===== src/hdl/hbk_pkg.sv =====
`timescale 1ns / 1ps

package hbk_pkg;

    localparam int KEY_SLOTS  = 6;
    localparam int MOD_BITS   = 8;
    localparam int EV_BITS    = MOD_BITS + 2 * KEY_SLOTS;
    localparam int JOBQ_DEPTH = 2;
    localparam int JOBQ_PTR_W = $clog2(JOBQ_DEPTH);
    localparam int JOBQ_CNT_W = $clog2(JOBQ_DEPTH + 1);

    localparam logic [7:0] FIRST_KEY_CODE_RESET = 8'd4;

    // register index taken from paddr[2]
    localparam logic CFG_IDX_FIRST_KEY_CODE = 1'b0;

    typedef struct packed {
        logic [7:0] modifiers;
        logic [7:0] key0;
        logic [7:0] key1;
        logic [7:0] key2;
        logic [7:0] key3;
        logic [7:0] key4;
        logic [7:0] key5;
    } t_report;

    typedef struct packed {
        logic       is_modifier;
        logic [7:0] code;
        logic       pressed;
        logic       last;
    } t_key_event;

    // one classified report: which events fire, plus the data to build them
    typedef struct packed {
        logic [EV_BITS-1:0]          mask;
        logic [MOD_BITS-1:0]         mods;
        logic [KEY_SLOTS-1:0][7:0]   old_keys;
        logic [KEY_SLOTS-1:0][7:0]   new_keys;
    } t_job;

endpackage


===== src/hdl/hbk_front.sv =====
`timescale 1ns / 1ps

module hbk_front import hbk_pkg::*; (
    input  logic       i_clk,
    input  logic       i_rst_n,
    input  logic       i_accept,
    input  t_report    i_report,
    input  logic [7:0] i_first_key_code,
    output logic       o_job_push,
    output t_job       o_job
);

    logic [MOD_BITS-1:0]       r_prev_mods;
    logic [KEY_SLOTS-1:0][7:0] r_prev_keys;

    logic [KEY_SLOTS-1:0][7:0] keys;
    logic [KEY_SLOTS-1:0]      old_in_new;
    logic [KEY_SLOTS-1:0]      new_in_old;
    logic                      drop;
    logic [EV_BITS-1:0]        mask;

    always_comb begin
        keys[0] = i_report.key0;
        keys[1] = i_report.key1;
        keys[2] = i_report.key2;
        keys[3] = i_report.key3;
        keys[4] = i_report.key4;
        keys[5] = i_report.key5;

        drop = 1'b0;
        for (int i = 0; i < KEY_SLOTS; i++) begin
            if (keys[i] != 8'd0 && keys[i] < i_first_key_code) begin
                drop = 1'b1;
            end
        end

        for (int i = 0; i < KEY_SLOTS; i++) begin
            old_in_new[i] = 1'b0;
            new_in_old[i] = 1'b0;
            for (int j = 0; j < KEY_SLOTS; j++) begin
                if (keys[j] == r_prev_keys[i]) begin
                    old_in_new[i] = 1'b1;
                end
                if (r_prev_keys[j] == keys[i]) begin
                    new_in_old[i] = 1'b1;
                end
            end
        end

        mask[MOD_BITS-1:0] = r_prev_mods ^ i_report.modifiers;
        for (int i = 0; i < KEY_SLOTS; i++) begin
            mask[MOD_BITS + 2*i]     = !old_in_new[i] && (r_prev_keys[i] >= i_first_key_code);
            mask[MOD_BITS + 2*i + 1] = !new_in_old[i] && (keys[i] >= i_first_key_code);
        end
    end

    always_comb begin
        o_job_push     = i_accept && !drop && (mask != '0);
        o_job.mask     = mask;
        o_job.mods     = i_report.modifiers;
        o_job.old_keys = r_prev_keys;
        o_job.new_keys = keys;
    end

    always_ff @(posedge i_clk) begin
        if (!i_rst_n) begin
            r_prev_mods <= '0;
            r_prev_keys <= '0;
        end else if (i_accept && !drop) begin
            r_prev_mods <= i_report.modifiers;
            r_prev_keys <= keys;
        end
    end

endmodule


===== src/hdl/hbk_jobq.sv =====
`timescale 1ns / 1ps

module hbk_jobq import hbk_pkg::*; (
    input  logic i_clk,
    input  logic i_rst_n,
    input  logic i_push,
    input  t_job i_job,
    input  logic i_pop,
    output logic o_full,
    output logic o_empty,
    output t_job o_job
);

    t_job                  r_mem [JOBQ_DEPTH];
    logic [JOBQ_PTR_W-1:0] r_wr_ptr;
    logic [JOBQ_PTR_W-1:0] r_rd_ptr;
    logic [JOBQ_CNT_W-1:0] r_count;

    logic do_push;
    logic do_pop;

    assign o_full  = (r_count == JOBQ_CNT_W'(JOBQ_DEPTH));
    assign o_empty = (r_count == '0);
    assign o_job   = r_mem[r_rd_ptr];
    assign do_push = i_push && !o_full;
    assign do_pop  = i_pop && !o_empty;

    always_ff @(posedge i_clk) begin
        if (do_push) begin
            r_mem[r_wr_ptr] <= i_job;
        end
    end

    always_ff @(posedge i_clk) begin
        if (!i_rst_n) begin
            r_wr_ptr <= '0;
            r_rd_ptr <= '0;
            r_count  <= '0;
        end else begin
            if (do_push) begin
                r_wr_ptr <= (r_wr_ptr == JOBQ_PTR_W'(JOBQ_DEPTH - 1)) ? '0
                                                                     : r_wr_ptr + 1'b1;
            end
            if (do_pop) begin
                r_rd_ptr <= (r_rd_ptr == JOBQ_PTR_W'(JOBQ_DEPTH - 1)) ? '0
                                                                     : r_rd_ptr + 1'b1;
            end
            if (do_push && !do_pop) begin
                r_count <= r_count + 1'b1;
            end else if (do_pop && !do_push) begin
                r_count <= r_count - 1'b1;
            end
        end
    end

endmodule


===== src/hdl/hbk_back.sv =====
`timescale 1ns / 1ps

module hbk_back import hbk_pkg::*; (
    input  logic       i_clk,
    input  logic       i_rst_n,
    input  logic       i_q_empty,
    input  t_job       i_q_job,
    output logic       o_q_pop,
    input  logic       i_pop,
    output logic       o_empty,
    output t_key_event o_event
);

    logic               r_busy;
    t_job               r_job;
    logic               r_out_valid;
    t_key_event         r_out;

    logic [EV_BITS-1:0] onehot;
    logic [EV_BITS-1:0] rest;
    logic               advance;
    logic               load;
    t_key_event         ev;

    always_comb begin
        // lowest pending event first
        onehot  = r_job.mask & (~r_job.mask + 1'b1);
        rest    = r_job.mask & ~onehot;
        advance = r_busy && (!r_out_valid || i_pop);
        load    = !i_q_empty && (!r_busy || (advance && (rest == '0)));

        ev.is_modifier = |onehot[MOD_BITS-1:0];
        ev.pressed     = |(onehot[MOD_BITS-1:0] & r_job.mods);
        ev.code        = '0;
        ev.last        = (rest == '0);
        for (int m = 0; m < MOD_BITS; m++) begin
            if (onehot[m]) begin
                ev.code = ev.code | 8'(m);
            end
        end
        for (int i = 0; i < KEY_SLOTS; i++) begin
            if (onehot[MOD_BITS + 2*i]) begin
                ev.code = ev.code | r_job.old_keys[i];
            end
            if (onehot[MOD_BITS + 2*i + 1]) begin
                ev.code    = ev.code | r_job.new_keys[i];
                ev.pressed = 1'b1;
            end
        end
    end

    assign o_q_pop = load;
    assign o_empty = !r_out_valid;
    assign o_event = r_out;

    always_ff @(posedge i_clk) begin
        if (load) begin
            r_job <= i_q_job;
        end else if (advance) begin
            r_job.mask <= rest;
        end
        if (advance) begin
            r_out <= ev;
        end
    end

    always_ff @(posedge i_clk) begin
        if (!i_rst_n) begin
            r_busy      <= 1'b0;
            r_out_valid <= 1'b0;
        end else begin
            if (load) begin
                r_busy <= 1'b1;
            end else if (advance && (rest == '0)) begin
                r_busy <= 1'b0;
            end
            if (advance) begin
                r_out_valid <= 1'b1;
            end else if (i_pop) begin
                r_out_valid <= 1'b0;
            end
        end
    end

endmodule


===== src/hdl/hid_boot_keyboard_report_diff_core.sv =====
`timescale 1ns / 1ps

// channel   direction  handshake                         beat
// report    in         push & !full                      i_report (t_report)
// event     out        pop & !empty                      o_event (t_key_event)
// config    in         psel & penable & pwrite & pready  pwdata at paddr
//
// a report is classified in the cycle it is accepted; the back end then
// emits its events (0 to 20) one per cycle while the receiver keeps popping,
// through the single event output register
// a two-entry job queue lets new reports be taken while events drain
// reset (synchronous, active low) clears the stored report and all queues

module hid_boot_keyboard_report_diff_core import hbk_pkg::*; (
    input  logic        i_clk,
    input  logic        i_rst_n,
    input  logic        push,
    output logic        full,
    input  t_report     i_report,
    input  logic        pop,
    output logic        empty,
    output t_key_event  o_event,
    input  logic        psel,
    input  logic        penable,
    input  logic        pwrite,
    input  logic [2:0]  paddr,
    input  logic [31:0] pwdata,
    output logic [31:0] prdata,
    output logic        pready
);

    logic [7:0] r_first_key_code;

    logic accept;
    logic job_push;
    t_job job_in;
    logic q_full;
    logic q_empty;
    logic q_pop;
    t_job job_out;

    assign pready = 1'b1;
    assign full   = q_full;
    assign accept = push && !q_full;
    assign prdata = (paddr[2] == CFG_IDX_FIRST_KEY_CODE) ? {24'd0, r_first_key_code} : '0;

    always_ff @(posedge i_clk) begin
        if (!i_rst_n) begin
            r_first_key_code <= FIRST_KEY_CODE_RESET;
        end else if (psel && penable && pwrite && pready
                     && paddr[2] == CFG_IDX_FIRST_KEY_CODE) begin
            r_first_key_code <= pwdata[7:0];
        end
    end

    hbk_front u_front (
        .i_clk            (i_clk),
        .i_rst_n          (i_rst_n),
        .i_accept         (accept),
        .i_report         (i_report),
        .i_first_key_code (r_first_key_code),
        .o_job_push       (job_push),
        .o_job            (job_in)
    );

    hbk_jobq u_jobq (
        .i_clk   (i_clk),
        .i_rst_n (i_rst_n),
        .i_push  (job_push),
        .i_job   (job_in),
        .i_pop   (q_pop),
        .o_full  (q_full),
        .o_empty (q_empty),
        .o_job   (job_out)
    );

    hbk_back u_back (
        .i_clk     (i_clk),
        .i_rst_n   (i_rst_n),
        .i_q_empty (q_empty),
        .i_q_job   (job_out),
        .o_q_pop   (q_pop),
        .i_pop     (pop),
        .o_empty   (empty),
        .o_event   (o_event)
    );

`ifndef ASSERT_OFF
    a_no_q_overflow: assert property (@(posedge i_clk) disable iff (!i_rst_n)
        job_push |-> !q_full)
        else $error("job queue overflow");

    a_job_has_events: assert property (@(posedge i_clk) disable iff (!i_rst_n)
        job_push |-> (job_in.mask != '0))
        else $error("queued report carries no events");

    a_no_pop_when_empty: assert property (@(posedge i_clk) disable iff (!i_rst_n)
        q_pop |-> !q_empty)
        else $error("job taken from empty queue");

    a_empty_after_reset: assert property (@(posedge i_clk)
        $past(i_rst_n) == 1'b0 |-> empty)
        else $error("event pending right after reset");
`endif

endmodule


===== config.mk =====
export PLATFORM = sky130hd
export DESIGN_NAME = hid_boot_keyboard_report_diff_core
export DESIGN_NICKNAME = d
export VERILOG_FILES = /design/src/hdl/hbk_pkg.sv /design/src/hdl/hbk_front.sv /design/src/hdl/hbk_jobq.sv /design/src/hdl/hbk_back.sv /design/src/hdl/hid_boot_keyboard_report_diff_core.sv
export SDC_FILE = /design/constraint.sdc
export NUM_CORES = 1
export LEC_CHECK = 0
export ABC_AREA = 1
export BUFFER_PORTS_ARGS = -buffer_cell sky130_fd_sc_hd__buf_2
export CAP_MARGIN = 20
export CORE_MARGIN = 2
export CORE_UTILIZATION = 62
export CTS_CLUSTER_DIAMETER = 60
export DETAILED_ROUTE_END_ITERATION = 8
export PLACE_DENSITY = 0.78
export SLEW_MARGIN = 20
export SYNTH_ARGS = -nofsm -noshare
export SYNTH_HDL_FRONTEND = slang
export SYNTH_SLANG_ARGS = --single-unit

===== constraint.sdc =====
create_clock -name i_clk -period 11.9 [get_ports i_clk]
set_clock_uncertainty 0.2 [all_clocks]
set_input_delay 2.975 -clock i_clk [delete_from_list [all_inputs] [get_ports i_clk]]
set_output_delay 2.975 -clock i_clk [all_outputs]
set_load 0.1 [all_outputs]

======== Yosys cells after proc, flatten, opt, wreduce, memory -nomap -nowiden ========
Memory sizes are Yosys's and may differ from the RTL's. A register that Yosys moved wholly into a read port is not among the register bits.
Cells that the tools add are included.
word-level totals
  bits of input ports ..................... 98
  logic and storage cells ................. 327
  flip-flop bits (word level) ............. 205
  bits in writable memories ............... 248
  memories ................................ 1
  output and inout port bits .............. 46
  bits in latches ......................... 0
  ROM bits ................................ 0
operators by class
  div/mod/pow operators ................... 0
  magnitude comparators ................... 18
  mux-type cells .......................... 112
  equal/unequal tests ..................... 73
  shift-type cells ........................ 0
  reductions and logical operators ........ 68
  multipliers ............................. 0
  bitwise logic cells ..................... 19
  add/subtract/negate cells ............... 5
memory list
  memory        depth  bits a word  rd ports  clocked after Yosys merged registers in  write ports  RTL line        RTL
  u_jobq.r_mem  2      124          1         1                                        1            hbk_jobq.sv:14  t_job r_mem [JOBQ_DEPTH];
operators with widths
  operator                 count
  $eq A8 B8 Y1             72
  $ge A8 B8 Y1             12
  $or A8 B8 Y8             12
  $mux W1                  89
  $mux W8                  7
  $mux W9                  6
  $lt A8 B8 Y1             6
  $reduce_bool A8 Y1       6
  $and A20 B20 Y20         2
  $mux W20                 2
  $not A20 Y20             2
  $logic_and A1 B1 Y1      31
  $add A20 B1 Y20 const B  1
  $logic_not A20 Y1        1
  $reduce_bool A20 Y1      1
  $logic_not A1 Y1         19
  $reduce_or A8 Y1         2
  $mux W3                  4
  $and A8 B8 Y8            1
  $mux W2                  4
  $reduce_bool A2 Y1       4
  $xor A8 B8 Y8            1
  $reduce_or A6 Y1         1
  $add A1 B1 Y1 const B    2
  6 further kinds          7

======== Longest topological paths before layout ========
Gate-level depths: netlist (run 1).
  word-level depth ........................ 34
  gate-level depth with buffers ........... 21
  gate-level depth less buffers ........... 21

======== Hierarchy ========
A second synthesis (run 1) with hierarchy kept.
second synthesis, totals
  cells, all modules ...................... 2,490
  area, all modules ....................... 25,235.5 sq um
by module, submodules not included
  module                              instances  area each (sq um)  cells an instance  seq. area each (sq um)
  hbk_jobq                            1          9,430.3            424                7,547.2
  hbk_front                           1          9,385.3            1,473              1,121.1
  hbk_back                            1          5,754.3            493                4,093.9
  hid_boot_keyboard_report_diff_core  1          665.6              100                160.2

======== Worst setup path after synthesis (run 1) ========
No wires, ideal clock.
  path kind ............................... input port to flip-flop
  start point ............................. in i_report[8] (netlist bit)
  end point ............................... mem u_jobq.r_mem[0][0] (netlist bit), enable pin
  arrival time ............................ 9.677 ns
  path buffers ............................ 2
  setup slack ............................. 1.415 ns
  data required time ...................... 11.092 ns
  cell stages on the path ................. 15
  setup time .............................. 0.608 ns
  path through ............................ clkbuf_1 > inv_1 > ha_1 > inv_1 > a21oi_1 > o21ai_0 > nand2_1 > nand3_1 > nand2_1 > nor2_1 > nand2_1 > inv_1 > buf_2 > nand2_1 > nor2_1
between the ends
  cells in the longest elaborated chain, start to end .. 14
  elaborated cells between the ends (all ways) .. 57
  classes of those cells .................. order compare: 2; eq/ne: 12; mux: 22; reduce/logical: 21
ends and longest elaborated chain
  item                             RTL line                                  RTL
  from (decl)                      hid_boot_keyboard_report_diff_core.sv:19  input t_report i_report,
  $eq A8 B8 Y1                     hbk_front.sv:41, hbk_front.sv:44
  $mux W1 (6 in series)            hbk_front.sv:44                           if (r_prev_keys[j] == keys[i]) begin
  $logic_not A1 Y1                 hbk_front.sv:53                           mask[MOD_BITS + 2*i + 1] = !new_in_old[i] && (keys[i] >= i_first_key_code);
  $logic_and A1 B1 Y1              hbk_front.sv:53
  $reduce_bool A20 Y1              hbk_front.sv:58                           o_job_push = i_accept && !drop && (mask != '0);
  $logic_and A1 B1 Y1 *            hbk_front.sv:58
  $logic_and A1 B1 Y1 *            hbk_jobq.sv:25                            assign do_push = i_push && !o_full;
  $mux W1 *                        hbk_jobq.sv:29                            if (do_push) begin
  $mux W1 (implied by the code) *  hbk_jobq.sv:30                            r_mem[r_wr_ptr] <= i_job;
  to (decl)                        hbk_jobq.sv:14
Every way passes the cells marked *; elsewhere a longest branch is shown, timed or not.

==> flow_summary.ini, run 1 <==
[final_layout]
fin_nets = 2821
areaGrowthSynthToFinish_pct = 8.67
final_core_utilization = 0.681
layoutNonFillerInstCount = 3187
drive_gt1_frac = 0.0888

[critical_path]
timing.reg2reg.setup_slack_ns = 7.02
worst-endpoint-required_ns = 11.92
worstPathArrival_ns = 7.18
capturing_element_type_of_the_critical_path = flop
crit_type = input port to flop
critical_path_maximum_fanout = 45
critPathLaunchType = input port

[pwr]
power_density_of_the_placed_cells_mw_per_mm2 = 187
cellLeakagePower_nw = 10.8
vdd_ir_drop_max_mv = 0.127

[synthesis]
synthesis.area_per_instance_um2 = 9.24
synth_edf_count = 383
synth-warning-count = 0
synth-async-reset-ratio = 0
synth-main-ff-cell = edfxtp_1
mappedNetlistArea_mm2 = 0.0242
synth_seq_cells = 454
synth.distinct_cells = 47
ys_seq_area_frac = 0.535
netlist_instances = 2615

[global_route]
globalRouteTotalUtil = 0.372
grt_max_degree = 96
grt_remaining_overflow = 0
grt_pass1_wl_um = 110000
grt_antenna_before_repair = 1
first_global_vias = 17700

[die]
placementRows = 72
placeableCoreArea_mm2 = 0.0386
num_io_pins = 144
die-area_mm2 = 0.0406
dieHeight_um = 201
initial_core_util = 0.627
fp.dieW_um = 201

[timing]
slew_headroom = 0.259
maxClockFrequency_ghz = 0.140
timing.final.max_slew_violations = 0
setup_viol_count_final = 0
timing.final.crit_share = 0.602
fin_tns_setup_ns = 0
period_needed_ns = 7.16
final-hold-violation-count = 0
timing_worst_slew_pin_value_ns = 1.11
rsz0062_at_grt = false
hold_ws_ns = 0.292

[clocking]
clk_path_buf_depth = 3
cts.sink_count = 454
clock_tree_from_tritoncts = built
clk_root_buffer_cell = clkbuf_16
htree_num_levels = 2
worst_skew_pair_later_pin_latency_ns = 0.60
cts_repair_resized_insts = 0
post_cts_buffers = 0
cts_inserted_buffers = 50
post_cts_hold_buffer_count = 0
clock_edge_transition_at_the_registers_on_the_reported_setup_and_hold_paths_ns = 0.06

[drt]
finalWirelength_um = 75400
firstDrtPassIters = 6
drc_errors = 0
routedWlPerCell_um = 23.7
met2_length_um = 34300
ant_nets = 0
dr_wl_met3_um = 7110
drc_marker_count_from_the_first_detailed_route_iteration = 2301
routed-via-count = 18800
routed.top_layer = met4
post_dr_vias_cell = 5.91
wl_met1_um = 29200

[status]
status = finished clean

[placement]
gpl.final_weighted_congestion = 1.00
place_hpwl_um = 50200
place.port_buffers = 92
placed_instance_count = 3092

[worst_hold_path]
holdCritPathClass = flop to flop

[job]
cap_violations = 0
==> report_power, final <==
| part | switching [mW] | total [mW] | internal, mW |
|---|---|---|---|
| Sequential | 0.193 | 2.32 | 2.12 |
| Combinational | 0.838 | 1.14 | 0.299 |
| Clock | 0.654 | 1.46 | 0.803 |
==> registers in the layout, indices dropped and copies added, names as in the netlist, named ones only <==
register / count
u_jobq.r_wr_ptr: 1
u_back.r_out_valid: 1
u_back.r_busy: 1
r_first_key_code: 8
u_back.r_job: 124
u_front.r_prev_mods: 8
u_front.o_job: 48
u_jobq.r_count: 2
u_jobq.r_mem: 248
u_back.o_event: 11
u_jobq.r_rd_ptr: 1
==> worst paths after layout <==
check / to / start / cells past startpoint
min: r_first_key_code[4] / r_first_key_code[4] / 2
min reg2reg: r_first_key_code[4] / r_first_key_code[4] / 2
max: u_jobq.r_mem[1][81] / i_report[6] / 16
max reg2reg: u_jobq.r_mem[1][81] / r_first_key_code[2] / 14
==> layout by cell type, fill, tap and decap left out, drive strengths merged <==
master    synthesis  final
clkinvlp          0      2
o21ai           108    108
a211oi           11     11
o2111ai           1      1
nand4            53     53
a21oi           109    109
nor2            214    214
o211ai            2      2
nor3              6      6
edfxtp          383    383
xor2             45     45
o21a              6      6
a31oi             2      2
or2               1      1
clkinv            2     20
o21bai            1      1
nor4             15     15
buf              60    108
a221oi            5      5
and3              1      1
a22o             12     12
inv             185    195
nand3            73     73
and2              6      6
conb              2     25
xnor2           148    148
a32oi             2      2
nand2           855    855
dfxtp            71     71
nor3b             2      2
clkbuf          112     64
a22oi             6      6
diode             0      1
ha               97     97
mux2i            19     19
==> worst max-delay path, stage by stage <==
cell and delay [ns]:
buf_2 0.27, inv_1 0.49, nand2_1 0.11, nand2_1 0.09
nor2_1 0.09, nand2_1 0.10, nor2_1 0.07, nor2_1 0.28
nand3_1 0.12, nor2_1 0.55, nor2_1 0.12, nand4_1 0.22
nand3_1 0.20, inv_4 0.54, buf_12 0.32, buf_4 0.55
==> synth_stat cells (15+ instances only) <==
| cell type | instances | area, um^2 |
|---|---|---|
| a21oi_1 | 107 | 536 |
| buf_2 | 29 | 145 |
| buf_4 | 25 | 188 |
| clkbuf_1 | 112 | 420 |
| dfxtp_1 | 71 | 1420 |
| edfxtp_1 | 383 | 11500 |
| ha_1 | 97 | 1210 |
| inv_1 | 181 | 679 |
| mux2i_1 | 19 | 190 |
| nand2_1 | 847 | 3180 |
| nand3_1 | 64 | 320 |
| nand4_1 | 53 | 332 |
| nor2_1 | 203 | 762 |
| nor4_1 | 15 | 93.8 |
| o21ai_0 | 88 | 440 |
| o21ai_2 | 19 | 166 |
| xnor2_1 | 148 | 1300 |
| xor2_1 | 45 | 394 |
==> through the flow <==
step / instance area [um^2] / worst slack (ns) / power, mW
after global placement: 24700 / 4.28 / 3.42
after floorplan: 24200 / 1.42 / 3.15
after global routing: 26200 / 4.71 / 5.12
final: 26300 / 4.74 / 4.91
after detailed placement: 24700 / 4.31 / 3.47
after CTS: 26200 / 4.90 / 4.90
==> cells by family (layout without fill, tap and decap cells) <==
kind of cell               after synthesis  count (layout)  share of synthesized area
buffers and inverters                  359             389                     0.0624
DFF                                    454             454                      0.535
muxes                                   19              19                    0.00787
AOI/OAI and AO/OA                      265             265                     0.0641
adders and majority gates               97              97                     0.0502
xor gates and xnor gates               193             193                     0.0700
other                                    2              26                   0.000311
and+or+nand+nor                       1226            1226                      0.210
==> cell type report <==
cell class                      count  area, um^2
Sequential cell                   454       12900
Multi-Input combinational cell   1825        9820
Antenna cell                        1        2.50
Tap cell                          518         648
Timing Repair Buffer              108         606
Clock buffer                       64        1330
Fill cell                        3076       12300
Inverter                          187         708
Clock inverter                     30         213
==> layer usage <==
| metal | track usage | vias to the layer above |
|---|---|---|
| met3 | 0.0653 | 251 |
| met4 | 0.205 | 0 |
| met5 | 0 | - |
| li1 | - | 8612 |
| met2 | 0.586 | 1042 |
| met1 | 0.494 | 8917 |
(Power assumes the default switching activity.)
==> run 2, diff against run 1 <==
--- a/config.mk
+++ b/config.mk
@@ -5,14 +5,14 @@
 export SDC_FILE = /design/constraint.sdc
 export NUM_CORES = 1
 export LEC_CHECK = 0
-export ABC_AREA = 1
+export ABC_AREA = 0
 export BUFFER_PORTS_ARGS = -buffer_cell sky130_fd_sc_hd__buf_2
 export CAP_MARGIN = 20
 export CORE_MARGIN = 2
-export CORE_UTILIZATION = 62
+export CORE_UTILIZATION = 55
 export CTS_CLUSTER_DIAMETER = 60
 export DETAILED_ROUTE_END_ITERATION = 8
-export PLACE_DENSITY = 0.78
+export PLACE_DENSITY = 0.73
 export SLEW_MARGIN = 20
 export SYNTH_ARGS = -nofsm -noshare
 export SYNTH_HDL_FRONTEND = slang
==> constraint.sdc (replaced) <==
create_clock -name i_clk -period 5.9 [get_ports i_clk]
set_clock_uncertainty 0.2 [all_clocks]
set_input_delay 1.475 -clock i_clk [delete_from_list [all_inputs] [get_ports i_clk]]
set_output_delay 1.475 -clock i_clk [all_outputs]
set_load 0.1 [all_outputs]
==> flow_summary.ini, run 2 <==
[worst_hold_path]
hold_path_end = r_first_key_code[4]
hold_path_startpoint = r_first_key_code[4]
holdCritPathClass = flop to flop
min_delay_path_depth = 2

[clocking]
clock_edge_transition_at_the_registers_on_the_reported_setup_and_hold_paths_ns = 0.06
clk_path_buf_depth = 3
post_cts_hold_buffer_count = 0
htree_num_levels = 2
cts_repair_resized_insts = 0
cts.sink_count = 454
worst_skew_pair_later_pin_latency_ns = 0.59
post_cts_buffers = 0
cts_inserted_buffers = 47
clk_root_buffer_cell = clkbuf_16
clock_tree_from_tritoncts = built

[synthesis]
synth.distinct_cells = 69
synth_most_common_cell = edfxtp_1
synth-warning-count = 0
yosys-top-cells-area = edfxtp_1, xor2_1, dfxtp_1, ha_1, mux2_2
ys_seq_area_frac = 0.557
synthesis.area_per_instance_um2 = 12.6
netlist_instances = 1842
synth_seq_cells = 454
fraction_of_post_synthesis_cell_area_in_the_top_cell_type_by_area = 0.496
mappedNetlistArea_mm2 = 0.0232
synthTopCellsByCount = edfxtp_1, xor2_1, clkbuf_1
synth-async-reset-ratio = 0
synth-main-ff-cell = edfxtp_1
synth_largest_area_cell = edfxtp_1
synth_edf_count = 383

[critical_path]
capturing_element_type_of_the_critical_path = flop
worst-endpoint-required_ns = 5.91
crit_type = flop to flop
crit_path_leading_delay_family = simple AND/OR/NAND/NOR gates
maximum_cell_stage_delay_along_the_critical_path_ns = 0.64
reg2reg_from = u_back.r_job[104]
critical_path_maximum_fanout = 42
worstPathArrival_ns = 4.71
cp_num_buf_inv = 2
path_cells = or4_4, nor4b_4, nand2_1, a22oi_1, nand4_1, o32a_1, buf_4, inv_4, or2_2
timing.reg2reg.setup_slack_ns = 1.19
critical_path.slowest_cell = or4_4
critPathLaunchType = flop
crit-reg2reg-capture = u_back.r_job[119]
worst-r2r-cell-count = 9

[pwr]
vdd_ir_drop_max_mv = 0.214
p_int_mw = 6.53
cellLeakagePower_nw = 9.98
switching_share = 0.298
power_density_of_the_placed_cells_mw_per_mm2 = 363
seq_power_share = 0.486
switching_power_mw = 2.77
report.power.total_mw = 9.30
clock_power_share = 0.321
power.combinational.fraction = 0.193

[final_layout]
layout.area.seq_mm2 = 0.0129
final_cell_mix = edfxtp_1, xor2_1, mux2_2
total_area_of_multi_input_combinational_cells_mm2 = 0.00952
count_of_filler_cells_inserted_in_the_layout = 3130
fin_nets = 2067
areaGrowthSynthToFinish_pct = 10.5
drive_gt1_frac = 0.166
largest-register = u_jobq.r_mem
postLayoutCellArea_mm2 = 0.0256
layoutNonFillerInstCount = 2449
most_common_cell_after_layout_fill_and_taps_aside = edfxtp_1
largest_register_ff_count = 248

[die]
fp.dieW_um = 209
die-area_mm2 = 0.0438
placementRows = 75
dieHeight_um = 209
placeableCoreArea_mm2 = 0.0418
num_io_pins = 144
initial_core_util = 0.555

[global_route]
grt_antenna_before_repair = 1
grt_max_degree = 77
grt_remaining_overflow = 0
grt_pass1_wl_um = 92800
globalRouteTotalUtil = 0.287
first_global_vias = 14800

[timing]
timing_worst_slew_pin_value_ns = 0.977
final-hold-violation-count = 0
fin_tns_setup_ns = 0
setup_viol_count_final = 0
maxClockFrequency_ghz = 0.212
rsz0062_at_grt = false
slew_headroom = 0.346
period_needed_ns = 4.71
timing.final.crit_share = 0.798
timing.final.max_slew_violations = 0

[drt]
drc_marker_count_from_the_first_detailed_route_iteration = 1558
ant_nets = 0
routed-via-count = 15200
drc_errors = 0
finalWirelength_um = 62800
routedWlPerCell_um = 25.6
post_dr_vias_cell = 6.22
firstDrtPassIters = 5

[placement]
gpl.final_weighted_congestion = 0.963
place.port_buffers = 92
placed_instance_count = 2361
place_hpwl_um = 42000
dpl-instance-area_mm2 = 0.0240

[status]
status = finished clean

[job]
cap_violations = 0
-- run 2: layout make-up --
type / count / share of cell area
Multi-Input combinational cell: 1213 / 0.371
Clock buffer: 56 / 0.0476
Clock inverter: 30 / 0.0131
Sequential cell: 454 / 0.504
Timing Repair Buffer: 125 / 0.0328
Inverter: 31 / 0.00464
Tap cell: 539 / 0.0263
Antenna cell: 1 / 0.0000976
-- run 2: worst max path at each step --
stage	end	depth (start not counted)	start	slack (ns)
4_1_cts	u_back.r_job[119]	9	u_back.r_job[104]	1.15
6_report	u_back.r_job[119]	9	u_back.r_job[104]	1.19
3_5_place_dp	u_front.r_prev_mods[2]	12	i_report[15]	0.82
3_3_place_gp	u_jobq.r_mem[0][34]	12	i_report[11]	0.90
2_1_floorplan	u_jobq.r_mem[0][0]	11	i_report[32]	0.02
5_1_grt	u_back.r_job[119]	9	u_back.r_job[105]	0.90
-- run 2: kinds of logic after synthesis --
kind of cell / Yosys count / share of synthesized area
multiplexers: 181 / 0.0837
adder cells (fa/ha/maj): 100 / 0.0537
AO/OA/AOI/OAI: 197 / 0.0589
buffers and inverters: 198 / 0.0370
XOR/XNOR: 299 / 0.113
flip-flops: 454 / 0.557
other: 2 / 0.000324
AND/OR/NAND/NOR: 411 / 0.0964
-- run 2: power by group through the flow --
stage | registers, mW | logic [mW] | clock network [mW]
floorplan | 4.52 | 1.32 | 0
global placement | 4.59 | 1.71 | 0
detailed placement | 4.61 | 1.75 | 0
CTS | 4.54 | 1.76 | 3.01
global route | 4.57 | 1.94 | 3.13
finish | 4.52 | 1.80 | 2.98
-- run 2: per-layer routing --
metal / global-route usage / part of all wire / vias to the layer above
met5: 0 / 0 / -
met4: 0.120 / 0.039 / 0
met3: 0.0485 / 0.086 / 191
met2: 0.471 / 0.47 / 763
met1: 0.381 / 0.40 / 7532
li1: - / - / 6754
-- run 2: per-stage QoR --
stage | util | worst slack, ns | hold WS (ns)
floorplan | - | 0.0239 | 0.224
global placement | 0.576 | 0.895 | 0.255
detailed placement | 0.576 | 0.823 | 0.263
CTS | 0.613 | 1.15 | 0.271
global route | 0.614 | 0.895 | 0.298
finish | 0.614 | 1.19 | 0.270
-- run 2: tightest hold or removal path, stage by stage (launching register included) --
cell,delay [ns]
dfxtp_1,0.31
nand2_1,0.05
a21boi_0,0.06
==> run 3, diff against run 2 <==
--- a/config.mk
+++ b/config.mk
@@ -9,10 +9,10 @@
 export BUFFER_PORTS_ARGS = -buffer_cell sky130_fd_sc_hd__buf_2
 export CAP_MARGIN = 20
 export CORE_MARGIN = 2
-export CORE_UTILIZATION = 55
+export CORE_UTILIZATION = 61
 export CTS_CLUSTER_DIAMETER = 60
 export DETAILED_ROUTE_END_ITERATION = 8
-export PLACE_DENSITY = 0.73
+export PLACE_DENSITY = 0.77
 export SLEW_MARGIN = 20
 export SYNTH_ARGS = -nofsm -noshare
 export SYNTH_HDL_FRONTEND = slang
==> constraint.sdc (replaced) <==
create_clock -name i_clk -period 4.85 [get_ports i_clk]
set_clock_uncertainty 0.2 [all_clocks]
set_input_delay 1.2125 -clock i_clk [delete_from_list [all_inputs] [get_ports i_clk]]
set_output_delay 1.2125 -clock i_clk [all_outputs]
set_load 0.1 [all_outputs]
==> flow_summary.ini, run 3 (synthesis results as in run 2) <==
[final_layout]
antenna_diode_count = 0
postLayoutCellArea_mm2 = 0.0259
fin_nets = 2098
final_cell_mix = edfxtp_1, xor2_1, mux2_2
layoutNonFillerInstCount = 2453
areaGrowthSynthToFinish_pct = 11.5
most_common_cell_after_layout_fill_and_taps_aside = edfxtp_1
largest_register_ff_count = 248
drive_gt1_frac = 0.184
largest-register = u_jobq.r_mem

[global_route]
globalRouteTotalUtil = 0.324
grt_max_degree = 86
grt_antenna_before_repair = 0
first_global_vias = 15200
grt_remaining_overflow = 0
grt_pass1_wl_um = 93000

[pwr]
power_density_of_the_placed_cells_mw_per_mm2 = 437
cellLeakagePower_nw = 10.1
vdd_ir_drop_max_mv = 0.325
report.power.total_mw = 11.3

[clocking]
clock_tree_from_tritoncts = built
clock_edge_transition_at_the_registers_on_the_reported_setup_and_hold_paths_ns = 0.06
post_cts_buffers = 0
cts.sink_count = 454
cts_repair_resized_insts = 0
clk_root_buffer_cell = clkbuf_16
cts_inserted_buffers = 47
post_cts_hold_buffer_count = 0
clk_path_buf_depth = 3
worst_skew_pair_later_pin_latency_ns = 0.59
htree_num_levels = 2

[critical_path]
critical_path_maximum_fanout = 10
critical_path.slowest_cell = nor4b_1
worst-endpoint-required_ns = 5.15
maximum_cell_stage_delay_along_the_critical_path_ns = 0.83
worstPathArrival_ns = 4.90
crit_type = flop to flop
critPathLaunchType = flop
capturing_element_type_of_the_critical_path = flop
path_cells = ha_1, nand2b_1, a211oi_1, o31ai_1, a311oi_1, nor3_1, buf_4, nor4b_1, buf_4, a31oi_4, ha_1, xor2_1, or3_1, a21boi_0
cp_num_buf_inv = 2
crit_path_leading_delay_family = simple AND/OR/NAND/NOR gates

[worst_hold_path]
holdCritPathClass = flop to flop

[drt]
drc_marker_count_from_the_first_detailed_route_iteration = 1466
routed-via-count = 15500
firstDrtPassIters = 7
ant_nets = 0
routedWlPerCell_um = 25.9
drc_errors = 0
post_dr_vias_cell = 6.32
finalWirelength_um = 63500

[placement]
gpl.final_weighted_congestion = 1.04
pre_cts_slack_ns = -0.0416
place.port_buffers = 92
placed_instance_count = 2365
place_hpwl_um = 42900
dpl-instance-area_mm2 = 0.0243

[die]
dieHeight_um = 199
num_io_pins = 144
initial_core_util = 0.617
die-area_mm2 = 0.0396
placementRows = 71
placeableCoreArea_mm2 = 0.0376
fp.dieW_um = 199

[timing]
setup_viol_count_final = 0
slew_headroom = 0.326
final-hold-violation-count = 0
rsz0062_at_grt = false
timing_worst_slew_pin_value_ns = 1.00
layout_setup_ws_ns = 0.259
maxClockFrequency_ghz = 0.218
timing.final.max_slew_violations = 0
timing.final.crit_share = 0.947
period_needed_ns = 4.59

[status]
status = finished clean

[job]
cap_violations = 0
-- run 3: worst paths after layout --
path | startpoint | endpoint | slack, ns | depth (start not counted)
setup / recovery | r_first_key_code[0] | u_jobq.r_count[1] | 0.26 | 14
hold / removal | r_first_key_code[6] | r_first_key_code[6] | 0.27 | 2
setup reg to reg | r_first_key_code[0] | u_jobq.r_count[1] | 0.26 | 14
hold reg to reg | r_first_key_code[6] | r_first_key_code[6] | 0.27 | 2
-- run 3: worst reg2reg max path: stages, from the launching register on --
cell      delay (ns)
dfxtp_1         0.71
ha_1            0.34
nand2b_1        0.14
a211oi_1        0.26
o31ai_1         0.12
a311oi_1        0.40
nor3_1          0.09
buf_4           0.18
nor4b_1         0.83
buf_4           0.26
a31oi_4         0.13
ha_1            0.23
xor2_1          0.15
or3_1           0.32
a21boi_0        0.18
-- run 3: final cells by class --
class | instances | area [um^2]
Clock buffer | 55 | 1230
Clock inverter | 33 | 339
Fill cell | 2572 | 11700
Inverter | 31 | 125
Multi-Input combinational cell | 1213 | 9580
Sequential cell | 454 | 12900
Tap cell | 511 | 639
Timing Repair Buffer | 156 | 1040
-- run 3: where the power goes --
group	internal [mW]	leakage (nW)	switching [mW]
sequential	5.05	4.12	0.439
combinational	0.785	5.24	1.46
clock	2.01	0.758	1.56
total	7.84	10.1	3.46
-- run 3: per-layer routing --
metal,track usage,vias up,share of wire
met4,0.183,0,0.063
li1,-,6812,-
met2,0.496,887,0.44
met3,0.0739,275,0.10
met5,0.00766,-,0
met1,0.427,7524,0.39
-- run 3: stage by stage --
stage	hold slack (ns)	TNS, ns	util
floorplan	0.224	-47.30	-
global placement	0.254	0	0.647
detailed placement	0.259	-0.0416	0.647
CTS	0.267	0	0.689
global route	0.294	0	0.689
finish	0.266	0	0.689
